===== src/rtl/ecal_pkg.sv =====
// Shared types, constants and helpers for the epoch-seconds to calendar converter.
package ecal_pkg;

  // Serial divider widths
  localparam int unsigned DividendW = 32;
  localparam int unsigned DivisorW  = 11;
  localparam int unsigned CountW    = 6;

  // Divisors used by the conversion steps
  localparam logic [DivisorW-1:0] DivSixty = 11'd60;
  localparam logic [DivisorW-1:0] DivDay   = 11'd24;
  localparam logic [DivisorW-1:0] DivQuad  = 11'd1461;

  // Quotient bit counts for each division step
  localparam logic [CountW-1:0] BitsSec  = 6'd32;
  localparam logic [CountW-1:0] BitsMin  = 6'd27;
  localparam logic [CountW-1:0] BitsHour = 6'd21;
  localparam logic [CountW-1:0] BitsQuad = 6'd16;

  localparam logic [11:0] EpochYear   = 12'd1970;
  localparam logic [16:0] SecsPerHour = 17'd3600;
  localparam logic [1:0]  LeapSlot    = 2'd2;   // third year of a four-year group
  localparam logic [1:0]  LastSlot    = 2'd3;
  localparam logic [3:0]  MonthFeb    = 4'd1;
  localparam logic [3:0]  MonthDec    = 4'd11;

  typedef enum logic [2:0] {
    ST_IDLE,
    ST_DIV_SEC,
    ST_DIV_MIN,
    ST_DIV_HOUR,
    ST_DIV_QUAD,
    ST_YEAR,
    ST_MONTH,
    ST_SPARE
  } state_e;

  // Request from the sequencer to the serial divider
  typedef struct packed {
    logic                 start;
    logic [DividendW-1:0] dividend;  // left-aligned: top nbits are significant
    logic [DivisorW-1:0]  divisor;
    logic [CountW-1:0]    nbits;
  } div_req_t;

  // Divider status and results
  typedef struct packed {
    logic                 busy;
    logic [DividendW-1:0] quotient;
    logic [DivisorW-1:0]  remainder;
  } div_rsp_t;

  // Month length, zero-based month index, February stretched in a leap year
  function automatic logic [4:0] month_len(input logic [3:0] mi, input logic leap);
    logic [4:0] len;
    case (mi)
      MonthFeb:                  len = leap ? 5'd29 : 5'd28;
      4'd3, 4'd5, 4'd8, 4'd10:   len = 5'd30;
      default:                   len = 5'd31;
    endcase
    return len;
  endfunction

endpackage


===== src/rtl/ecal_div.sv =====
// Bit-serial restoring divider, one quotient bit per cycle.
module ecal_div
  import ecal_pkg::*;
(
  input  logic     clk_i,
  input  logic     rst_ni,
  input  div_req_t req_i,
  output div_rsp_t rsp_o
);

  logic [CountW-1:0]    cnt_q, cnt_d;
  logic [DividendW-1:0] quo_q, quo_d;
  logic [DivisorW-1:0]  rem_q, rem_d;
  logic [DivisorW-1:0]  dvsr_q, dvsr_d;
  logic [DivisorW:0]    trial;
  logic                 ge;

  // One restoring step: shift in the next dividend bit, subtract if it fits
  assign trial = {rem_q, quo_q[DividendW-1]};
  assign ge    = trial >= {1'b0, dvsr_q};

  always_comb begin
    cnt_d  = cnt_q;
    quo_d  = quo_q;
    rem_d  = rem_q;
    dvsr_d = dvsr_q;
    if (req_i.start) begin
      cnt_d  = req_i.nbits;
      quo_d  = req_i.dividend;
      rem_d  = '0;
      dvsr_d = req_i.divisor;
    end else if (cnt_q != '0) begin
      cnt_d = cnt_q - 1'b1;
      quo_d = {quo_q[DividendW-2:0], ge};
      rem_d = ge ? DivisorW'(trial - {1'b0, dvsr_q}) : DivisorW'(trial);
    end
  end

  always_ff @(posedge clk_i or negedge rst_ni) begin
    if (!rst_ni) begin
      cnt_q <= '0;
    end else begin
      cnt_q <= cnt_d;
    end
  end

  always_ff @(posedge clk_i) begin
    quo_q  <= quo_d;
    rem_q  <= rem_d;
    dvsr_q <= dvsr_d;
  end

  assign rsp_o.busy      = cnt_q != '0;
  assign rsp_o.quotient  = quo_q;
  assign rsp_o.remainder = rem_q;

endmodule


===== src/rtl/epoch_seconds_to_calendar.sv =====
// From accepted word to result: serial divides of 32, 27, 21 and 16 quotient bits,
// then 1 to 4 year steps and 1 to 12 month steps; a stalled output holds the last
// month step. Throughput: one word at a time; the input stalls until the sequencer idles.
// A finished result sits in the output register while the next word is converted.
// Reset (async, active low) idles the sequencer, empties the output and sets zone to 8.
// Top level: converts seconds since 1970 into second, minute, hour, day, month and year.
module epoch_seconds_to_calendar
  import ecal_pkg::*;
(
  input  logic        clk_i,
  input  logic        rst_ni,
  // zone register
  input  logic        zone_hours_we_i,
  input  logic [4:0]  zone_hours_i,
  // input channel
  input  logic        in_valid_i,
  output logic        in_stall_o,
  input  logic [31:0] epoch_seconds_i,
  // output channel
  output logic        out_valid_o,
  input  logic        out_stall_i,
  output logic [5:0]  second_o,
  output logic [5:0]  minute_o,
  output logic [4:0]  hour_o,
  output logic [4:0]  day_of_month_o,
  output logic [3:0]  month_o,
  output logic [11:0] year_o
);

  state_e      state_q, state_d;
  logic [4:0]  zone_q;
  div_req_t    div_req;
  div_rsp_t    div_rsp;

  // working registers
  logic [5:0]  sec_q, sec_d;
  logic [5:0]  min_q, min_d;
  logic [4:0]  hr_q, hr_d;
  logic [5:0]  quads_q, quads_d;
  logic [1:0]  yi_q, yi_d;
  logic [3:0]  mi_q, mi_d;
  logic [10:0] rem_q, rem_d;

  // output register
  logic        ovalid_q, ovalid_d;
  logic [5:0]  osec_q, osec_d;
  logic [5:0]  omin_q, omin_d;
  logic [4:0]  ohr_q, ohr_d;
  logic [4:0]  oday_q, oday_d;
  logic [3:0]  omon_q, omon_d;
  logic [11:0] oyear_q, oyear_d;

  logic [16:0] offset;
  logic [31:0] t_adj;
  logic [20:0] hours;
  logic [10:0] ylen;
  logic [4:0]  mlen;
  logic        leap;
  logic        month_fin;

  // zone offset removal on the incoming word
  assign offset = 17'(zone_q) * SecsPerHour;
  assign t_adj  = (epoch_seconds_i >= {15'b0, offset})
                ? epoch_seconds_i - {15'b0, offset} : epoch_seconds_i;

  // whole hours plus zone
  assign hours = div_rsp.quotient[20:0] + 21'(zone_q);

  // year and month walk terms
  assign leap      = yi_q == LeapSlot;
  assign ylen      = leap ? 11'd366 : 11'd365;
  assign mlen      = month_len(mi_q, leap);
  assign month_fin = (mi_q == MonthDec) || (rem_q < {6'b0, mlen});

  ecal_div u_div (
    .clk_i  (clk_i),
    .rst_ni (rst_ni),
    .req_i  (div_req),
    .rsp_o  (div_rsp)
  );

  // zone register
  always_ff @(posedge clk_i or negedge rst_ni) begin
    if (!rst_ni) begin
      zone_q <= 5'd8;
    end else if (zone_hours_we_i) begin
      zone_q <= zone_hours_i;
    end
  end

  // sequencer: next state, divider requests, working and output registers
  always_comb begin
    state_d  = state_q;
    sec_d    = sec_q;
    min_d    = min_q;
    hr_d     = hr_q;
    quads_d  = quads_q;
    yi_d     = yi_q;
    mi_d     = mi_q;
    rem_d    = rem_q;
    ovalid_d = ovalid_q && out_stall_i;
    osec_d   = osec_q;
    omin_d   = omin_q;
    ohr_d    = ohr_q;
    oday_d   = oday_q;
    omon_d   = omon_q;
    oyear_d  = oyear_q;
    div_req  = '0;

    unique case (state_q)
      ST_IDLE: begin
        if (in_valid_i) begin
          div_req.start    = 1'b1;
          div_req.dividend = t_adj;
          div_req.divisor  = DivSixty;
          div_req.nbits    = BitsSec;
          state_d          = ST_DIV_SEC;
        end
      end
      ST_DIV_SEC: begin
        if (!div_rsp.busy) begin
          sec_d            = div_rsp.remainder[5:0];
          div_req.start    = 1'b1;
          div_req.dividend = {div_rsp.quotient[26:0], 5'b0};
          div_req.divisor  = DivSixty;
          div_req.nbits    = BitsMin;
          state_d          = ST_DIV_MIN;
        end
      end
      ST_DIV_MIN: begin
        if (!div_rsp.busy) begin
          min_d            = div_rsp.remainder[5:0];
          div_req.start    = 1'b1;
          div_req.dividend = {hours, 11'b0};
          div_req.divisor  = DivDay;
          div_req.nbits    = BitsHour;
          state_d          = ST_DIV_HOUR;
        end
      end
      ST_DIV_HOUR: begin
        if (!div_rsp.busy) begin
          hr_d             = div_rsp.remainder[4:0];
          div_req.start    = 1'b1;
          div_req.dividend = {div_rsp.quotient[15:0], 16'b0};
          div_req.divisor  = DivQuad;
          div_req.nbits    = BitsQuad;
          state_d          = ST_DIV_QUAD;
        end
      end
      ST_DIV_QUAD: begin
        if (!div_rsp.busy) begin
          quads_d = div_rsp.quotient[5:0];
          rem_d   = div_rsp.remainder;
          yi_d    = '0;
          state_d = ST_YEAR;
        end
      end
      ST_YEAR: begin
        // a remainder equal to the year length rolls into the next year
        if (yi_q == LastSlot || rem_q < ylen) begin
          mi_d    = '0;
          state_d = ST_MONTH;
        end else begin
          rem_d = rem_q - ylen;
          yi_d  = yi_q + 1'b1;
        end
      end
      ST_MONTH: begin
        if (!month_fin) begin
          rem_d = rem_q - {6'b0, mlen};
          mi_d  = mi_q + 1'b1;
        end else if (!ovalid_q || !out_stall_i) begin
          ovalid_d = 1'b1;
          osec_d   = sec_q;
          omin_d   = min_q;
          ohr_d    = hr_q;
          oday_d   = 5'(rem_q + 11'd1);
          omon_d   = mi_q + 4'd1;
          oyear_d  = EpochYear + {4'b0, quads_q, 2'b00} + {10'b0, yi_q};
          state_d  = ST_IDLE;
        end
      end
      default: begin
        state_d = ST_IDLE;
      end
    endcase
  end

  always_ff @(posedge clk_i or negedge rst_ni) begin
    if (!rst_ni) begin
      state_q  <= ST_IDLE;
      ovalid_q <= 1'b0;
    end else begin
      state_q  <= state_d;
      ovalid_q <= ovalid_d;
    end
  end

  always_ff @(posedge clk_i) begin
    sec_q   <= sec_d;
    min_q   <= min_d;
    hr_q    <= hr_d;
    quads_q <= quads_d;
    yi_q    <= yi_d;
    mi_q    <= mi_d;
    rem_q   <= rem_d;
    osec_q  <= osec_d;
    omin_q  <= omin_d;
    ohr_q   <= ohr_d;
    oday_q  <= oday_d;
    omon_q  <= omon_d;
    oyear_q <= oyear_d;
  end

  assign in_stall_o     = state_q != ST_IDLE;
  assign out_valid_o    = ovalid_q;
  assign second_o       = osec_q;
  assign minute_o       = omin_q;
  assign hour_o         = ohr_q;
  assign day_of_month_o = oday_q;
  assign month_o        = omon_q;
  assign year_o         = oyear_q;

`ifndef NO_ASSERTIONS
  // divider only runs while a division step is in progress
  assert property (@(posedge clk_i) disable iff (!rst_ni)
    div_rsp.busy |-> (state_q == ST_DIV_SEC || state_q == ST_DIV_MIN ||
                      state_q == ST_DIV_HOUR || state_q == ST_DIV_QUAD))
    else $error("divider busy outside a division step");

  // a new result is only loaded at the end of the month walk
  assert property (@(posedge clk_i) disable iff (!rst_ni)
    $rose(out_valid_o) |-> $past(state_q) == ST_MONTH)
    else $error("result loaded outside month walk");

  // results hold a real month and day
  assert property (@(posedge clk_i) disable iff (!rst_ni)
    out_valid_o |-> (month_o >= 4'd1 && month_o <= 4'd12 && day_of_month_o != 5'd0))
    else $error("month or day out of range");

  // the year walk never leaves a remainder past a full year
  assert property (@(posedge clk_i) disable iff (!rst_ni)
    state_q == ST_MONTH |-> rem_q < 11'd366)
    else $error("day remainder beyond one year");
`endif

endmodule

===== config.mk =====
export PLATFORM = sky130hd
export DESIGN_NAME = epoch_seconds_to_calendar
export DESIGN_NICKNAME = d
export VERILOG_FILES = /design/src/rtl/ecal_pkg.sv /design/src/rtl/ecal_div.sv /design/src/rtl/epoch_seconds_to_calendar.sv
export SDC_FILE = /design/constraint.sdc
export NUM_CORES = 1
export LEC_CHECK = 0
export ABC_CLOCK_PERIOD_IN_PS = 4900
export BUFFER_PORTS_ARGS = -buffer_cell sky130_fd_sc_hd__buf_2
export CORE_AREA = 2 2 127 154
export DETAILED_ROUTE_END_ITERATION = 8
export DIE_AREA = 0 0 129 156
export PLACE_DENSITY = 0.74
export SYNTH_ARGS = -nofsm -noshare
export SYNTH_HDL_FRONTEND = slang
export SYNTH_SLANG_ARGS = --single-unit

===== constraint.sdc =====
create_clock -name clk_i -period 4.9 [get_ports clk_i]
set_input_delay 0.98 -clock clk_i [delete_from_list [all_inputs] [get_ports clk_i]]
set_output_delay 0.98 -clock clk_i [all_outputs]
set_load 0.02 [all_outputs]

==> results by group <==
Status
  • Status: finished clean

STA
  • Final min period: 4.67 ns
  • Max_slew headroom: 0.192
  • Worst slew pin tran: approximately 1.2 ns
  • RSZ-0062 raised after global routing: no
  • Period utilisation layout: 0.952
  • FMAX: 214 MHz
  • Worst Skew: 0.0136 ns
  • Setup WS post-layout: 0.233 ns
  • Endpoints failing setup: 0
  • Setup TNS: 0 ns
  • Final Slew Violations: 0
  • Hold Vio Cnt, Final: 0

GRT
  • Initial antenna violation count: 0
  • Largest net degree at the start of global routing: 39
  • GRT overflow: 0
  • First-pass GRT wire length: 35000 um
  • Vias in the first global route: between 7000 and 8000
  • Total GRT Usage: 0.222

Min path
  • Hold path startpoint: min_q[4]$_DFFE_PP_
  • Hold Path Class: flip-flop to flip-flop

Power
  • Switching share of power: 0.269
  • Clock power share: 0.410
  • VDD IR max: 0.000278 V
  • Pleak: roughly 0.0040 uW
  • Power density over the cells: 313 mW/mm2
  • Power share of the sequential group: 0.402
  • Logic pwr share: 0.189
  • Psw: roughly 860 uW
  • P_int: 2330 uW

Yosys
  • Post-synth EDFFs: 114
  • Post-Synthesis Cells: 872
  • Post-synthesis async set-or-reset flop share: 0.107
  • Syn nets: 979
  • Commonest cells post-synth: edfxtp_1, o21ai_0, nand2_1
  • Primary FF master, synth: edfxtp_1
  • Register area share after synthesis: 0.455
  • #FFs+latches synth: 140
  • Yosys top cell by area: edfxtp_1
  • Syn Area/Cell: about 10 um2
  • Most frequent cell after synthesis: edfxtp_1
  • Ys Warns: 0
  • Number of distinct library cells after synthesis: 80
  • Synth Cell Area: 0.00883 mm2
  • Area share of the largest cell type after synthesis: 0.388
  • Dominant cells by area after synthesis: edfxtp_1, ha_1, o21ai_0

Worst setup path
  • Worst setup EP type: flip-flop
  • CP required: 5.06 ns
  • CP max FO: 4
  • R2r startpoint: zone_q[3]$_DFFE_PN1P_
  • Worst path arrival time: 4.83 ns
  • Crit. Startpoint: zone_q[3]$_DFFE_PN1P_
  • Worst setup SP type: flip-flop
  • Worst R2R Setup Slack: 0.23 ns
  • Crit Path Category: flip-flop to flip-flop

Floorplan
  • Die width: between 100 and 150 um
  • Std cell rows: 55
  • Initial core utilization: 0.473
  • I/O pins: 82
  • Die area: 0.0201 mm2
  • Die Ht: 156 um
  • Core box area: 0.0186 mm2

Placed design
  • HPWL after DPL: about 16000 um
  • IO buf count: 81
  • Post-place setup slack: 0.0981 ns
  • GPL Wtd Cong: 0.930
  • Placed Area: approximately 0.0096 mm2
  • Placed cell count: 1192

Layout
  • Antenna Cells: 0
  • Fillers: ~1600
  • Post-Layout Cell Count: between 1000 and 1500
  • Area grow syn2layout: 15.6%
  • Nets: between 1000 and 1500
  • Layout cells sized above 1: 0.159
  • Footprint of the multi-input gates: 0.00451 mm2
  • FF+latch area: 0.00402 mm2
  • Fin area: 0.0102 mm2

Routing
  • Number of routed nets with antenna violations: 0
  • DRC marker count from the first detailed-route iteration: around 840
  • Drt wl/cell: 17.6 um
  • Drt via density: 5.87
  • TritonRoute pass-1 iters: 6
  • # DRC: 0
  • Final wirelength: ~22000 um
  • Vias: 7196

CTS
  • CTS Sinks: between 100 and 150
  • H-Tree Depth: 4
  • Clock root buffer: clkbuf_16
  • Hold_buf cts: 0
  • Max Root-Sink Buffers: 2
  • Clk_lat worst skew: 0.42 ns
  • CTS clk-pin slew, worst paths: 0.07 ns
  • CTS tree: built
  • CTS Buf Count: 17

Flow run
  • Max-cap check violation count: 0
stage by stage:
| stage | utilization | total power, uW | hold WS (ns) |
|---|---|---|---|
| after floorplan | - | 1720 | 0.400 |
| after global placement | 0.512 | 1870 | 0.402 |
| after detailed placement | 0.512 | 1880 | 0.405 |
| after CTS | 0.544 | 3190 | 0.417 |
| after global routing | 0.547 | 3330 | 0.420 |
| final | 0.547 | 3190 | 0.416 |
kinds of logic (layout without fill, tap and decap cells):
logic type	Yosys count	in the layout	synth area share
AO/OA/AOI/OAI	265	265	0.196
AND/OR/NAND/NOR	254	254	0.146
flip-flops	140	140	0.455
buffers and inverters	82	180	0.0386
adder cells (fa/ha/maj)	65	65	0.0981
XOR/XNOR	59	59	0.0585
multiplexers	7	7	0.00808
flip-flops by register name, indices dropped and copies added (netlist names), 11 cells and up:
signal and cells:
u_div.quo_q 32, year_o 12, rem_q 11, u_div.rem_q 11
timing repair:
action,CTS,global route
resized for setup,0,7
setup buffers,0,2
hold endpoints to repair,0,0
setup endpoints to repair,0,28
power groups by stage:
stage / Combinational, uW / Sequential (uW) / Clock [uW]
3_3_place_gp: 567 / 1310 / 0
3_5_place_dp: 573 / 1310 / 0
5_1_grt: 674 / 1280 / 1380
6_report: 603 / 1280 / 1310
4_1_cts: 578 / 1280 / 1330
2_1_floorplan: 413 / 1300 / 0
critical path: stages (launching register included):
cell	delay, ns
dfstp_2	0.56
inv_1	0.08
fa_1	0.50
inv_1	0.04
ha_1	0.29
ha_1	0.34
ha_4	0.27
a21o_1	0.16
a21oi_2	0.14
xor2_1	0.17
ha_1	0.27
a21o_1	0.20
a21o_1	0.21
or4_4	0.44
or4_1	0.54
xor2_1	0.15
o21ai_1	0.07
routing by layer:
| metal | track usage | part of all wire | up-vias |
|---|---|---|---|
| met3 | 0.0425 | 0.068 | 46 |
| li1 | - | - | 3445 |
| met2 | 0.379 | 0.50 | 340 |
| met5 | 0 | 0 | - |
| met4 | 0.0989 | 0.029 | 0 |
| met1 | 0.270 | 0.40 | 3365 |
final timing paths:
path	end	cells past startpoint
min in group asynchronous	zone_q[1]$_DFFE_PN0P_	1
max in group asynchronous	zone_q[3]$_DFFE_PN1P_	1
worst min register to register	minute_o[4]$_DFFE_PP_	0
worst max-delay path	u_div.quo_q[24]$_DFFE_PP_	16
worst min-delay path	minute_o[4]$_DFFE_PP_	0
worst max register to register	u_div.quo_q[24]$_DFFE_PP_	16
placed cells by master (no fill, tap or decap), drive strengths merged, types with 5 or more instances in the layout:
cell / netlist / routed
o211ai: 9 / 9
clkbuf: 28 / 19
a21o: 17 / 17
a211oi: 8 / 8
a22o: 7 / 7
clkinv: 1 / 5
a21oi: 55 / 55
dfxtp: 11 / 11
and3: 7 / 7
fa: 7 / 7
nor2: 61 / 61
ha: 58 / 58
a221oi: 9 / 9
or3: 5 / 5
nand4: 6 / 6
o21bai: 5 / 5
a22oi: 13 / 13
edfxtp: 114 / 114
nor3: 19 / 19
mux2i: 6 / 6
nand2: 73 / 73
inv: 45 / 48
and2: 6 / 6
o21ai: 83 / 83
buf: 8 / 102
nor2b: 9 / 9
o22ai: 7 / 7
dfrtp: 14 / 14
nand2b: 7 / 7
xnor2: 26 / 26
a31oi: 8 / 8
xor2: 33 / 33
and4: 5 / 5
a221o: 8 / 8
nor4: 5 / 5
nand3b: 6 / 6
nor3b: 5 / 5
nand3: 28 / 28
cell type report:
| class | instances | share of cell area |
|---|---|---|
| clock inverters | 13 | 0.0162 |
| inverters | 46 | 0.0169 |
| clock buffers | 19 | 0.0424 |
| flip-flops and latches | 140 | 0.394 |
| multi-input cells | 650 | 0.442 |
| well taps | 256 | 0.0314 |
| repair buffers | 102 | 0.0564 |
(Power assumes the default switching activity.)
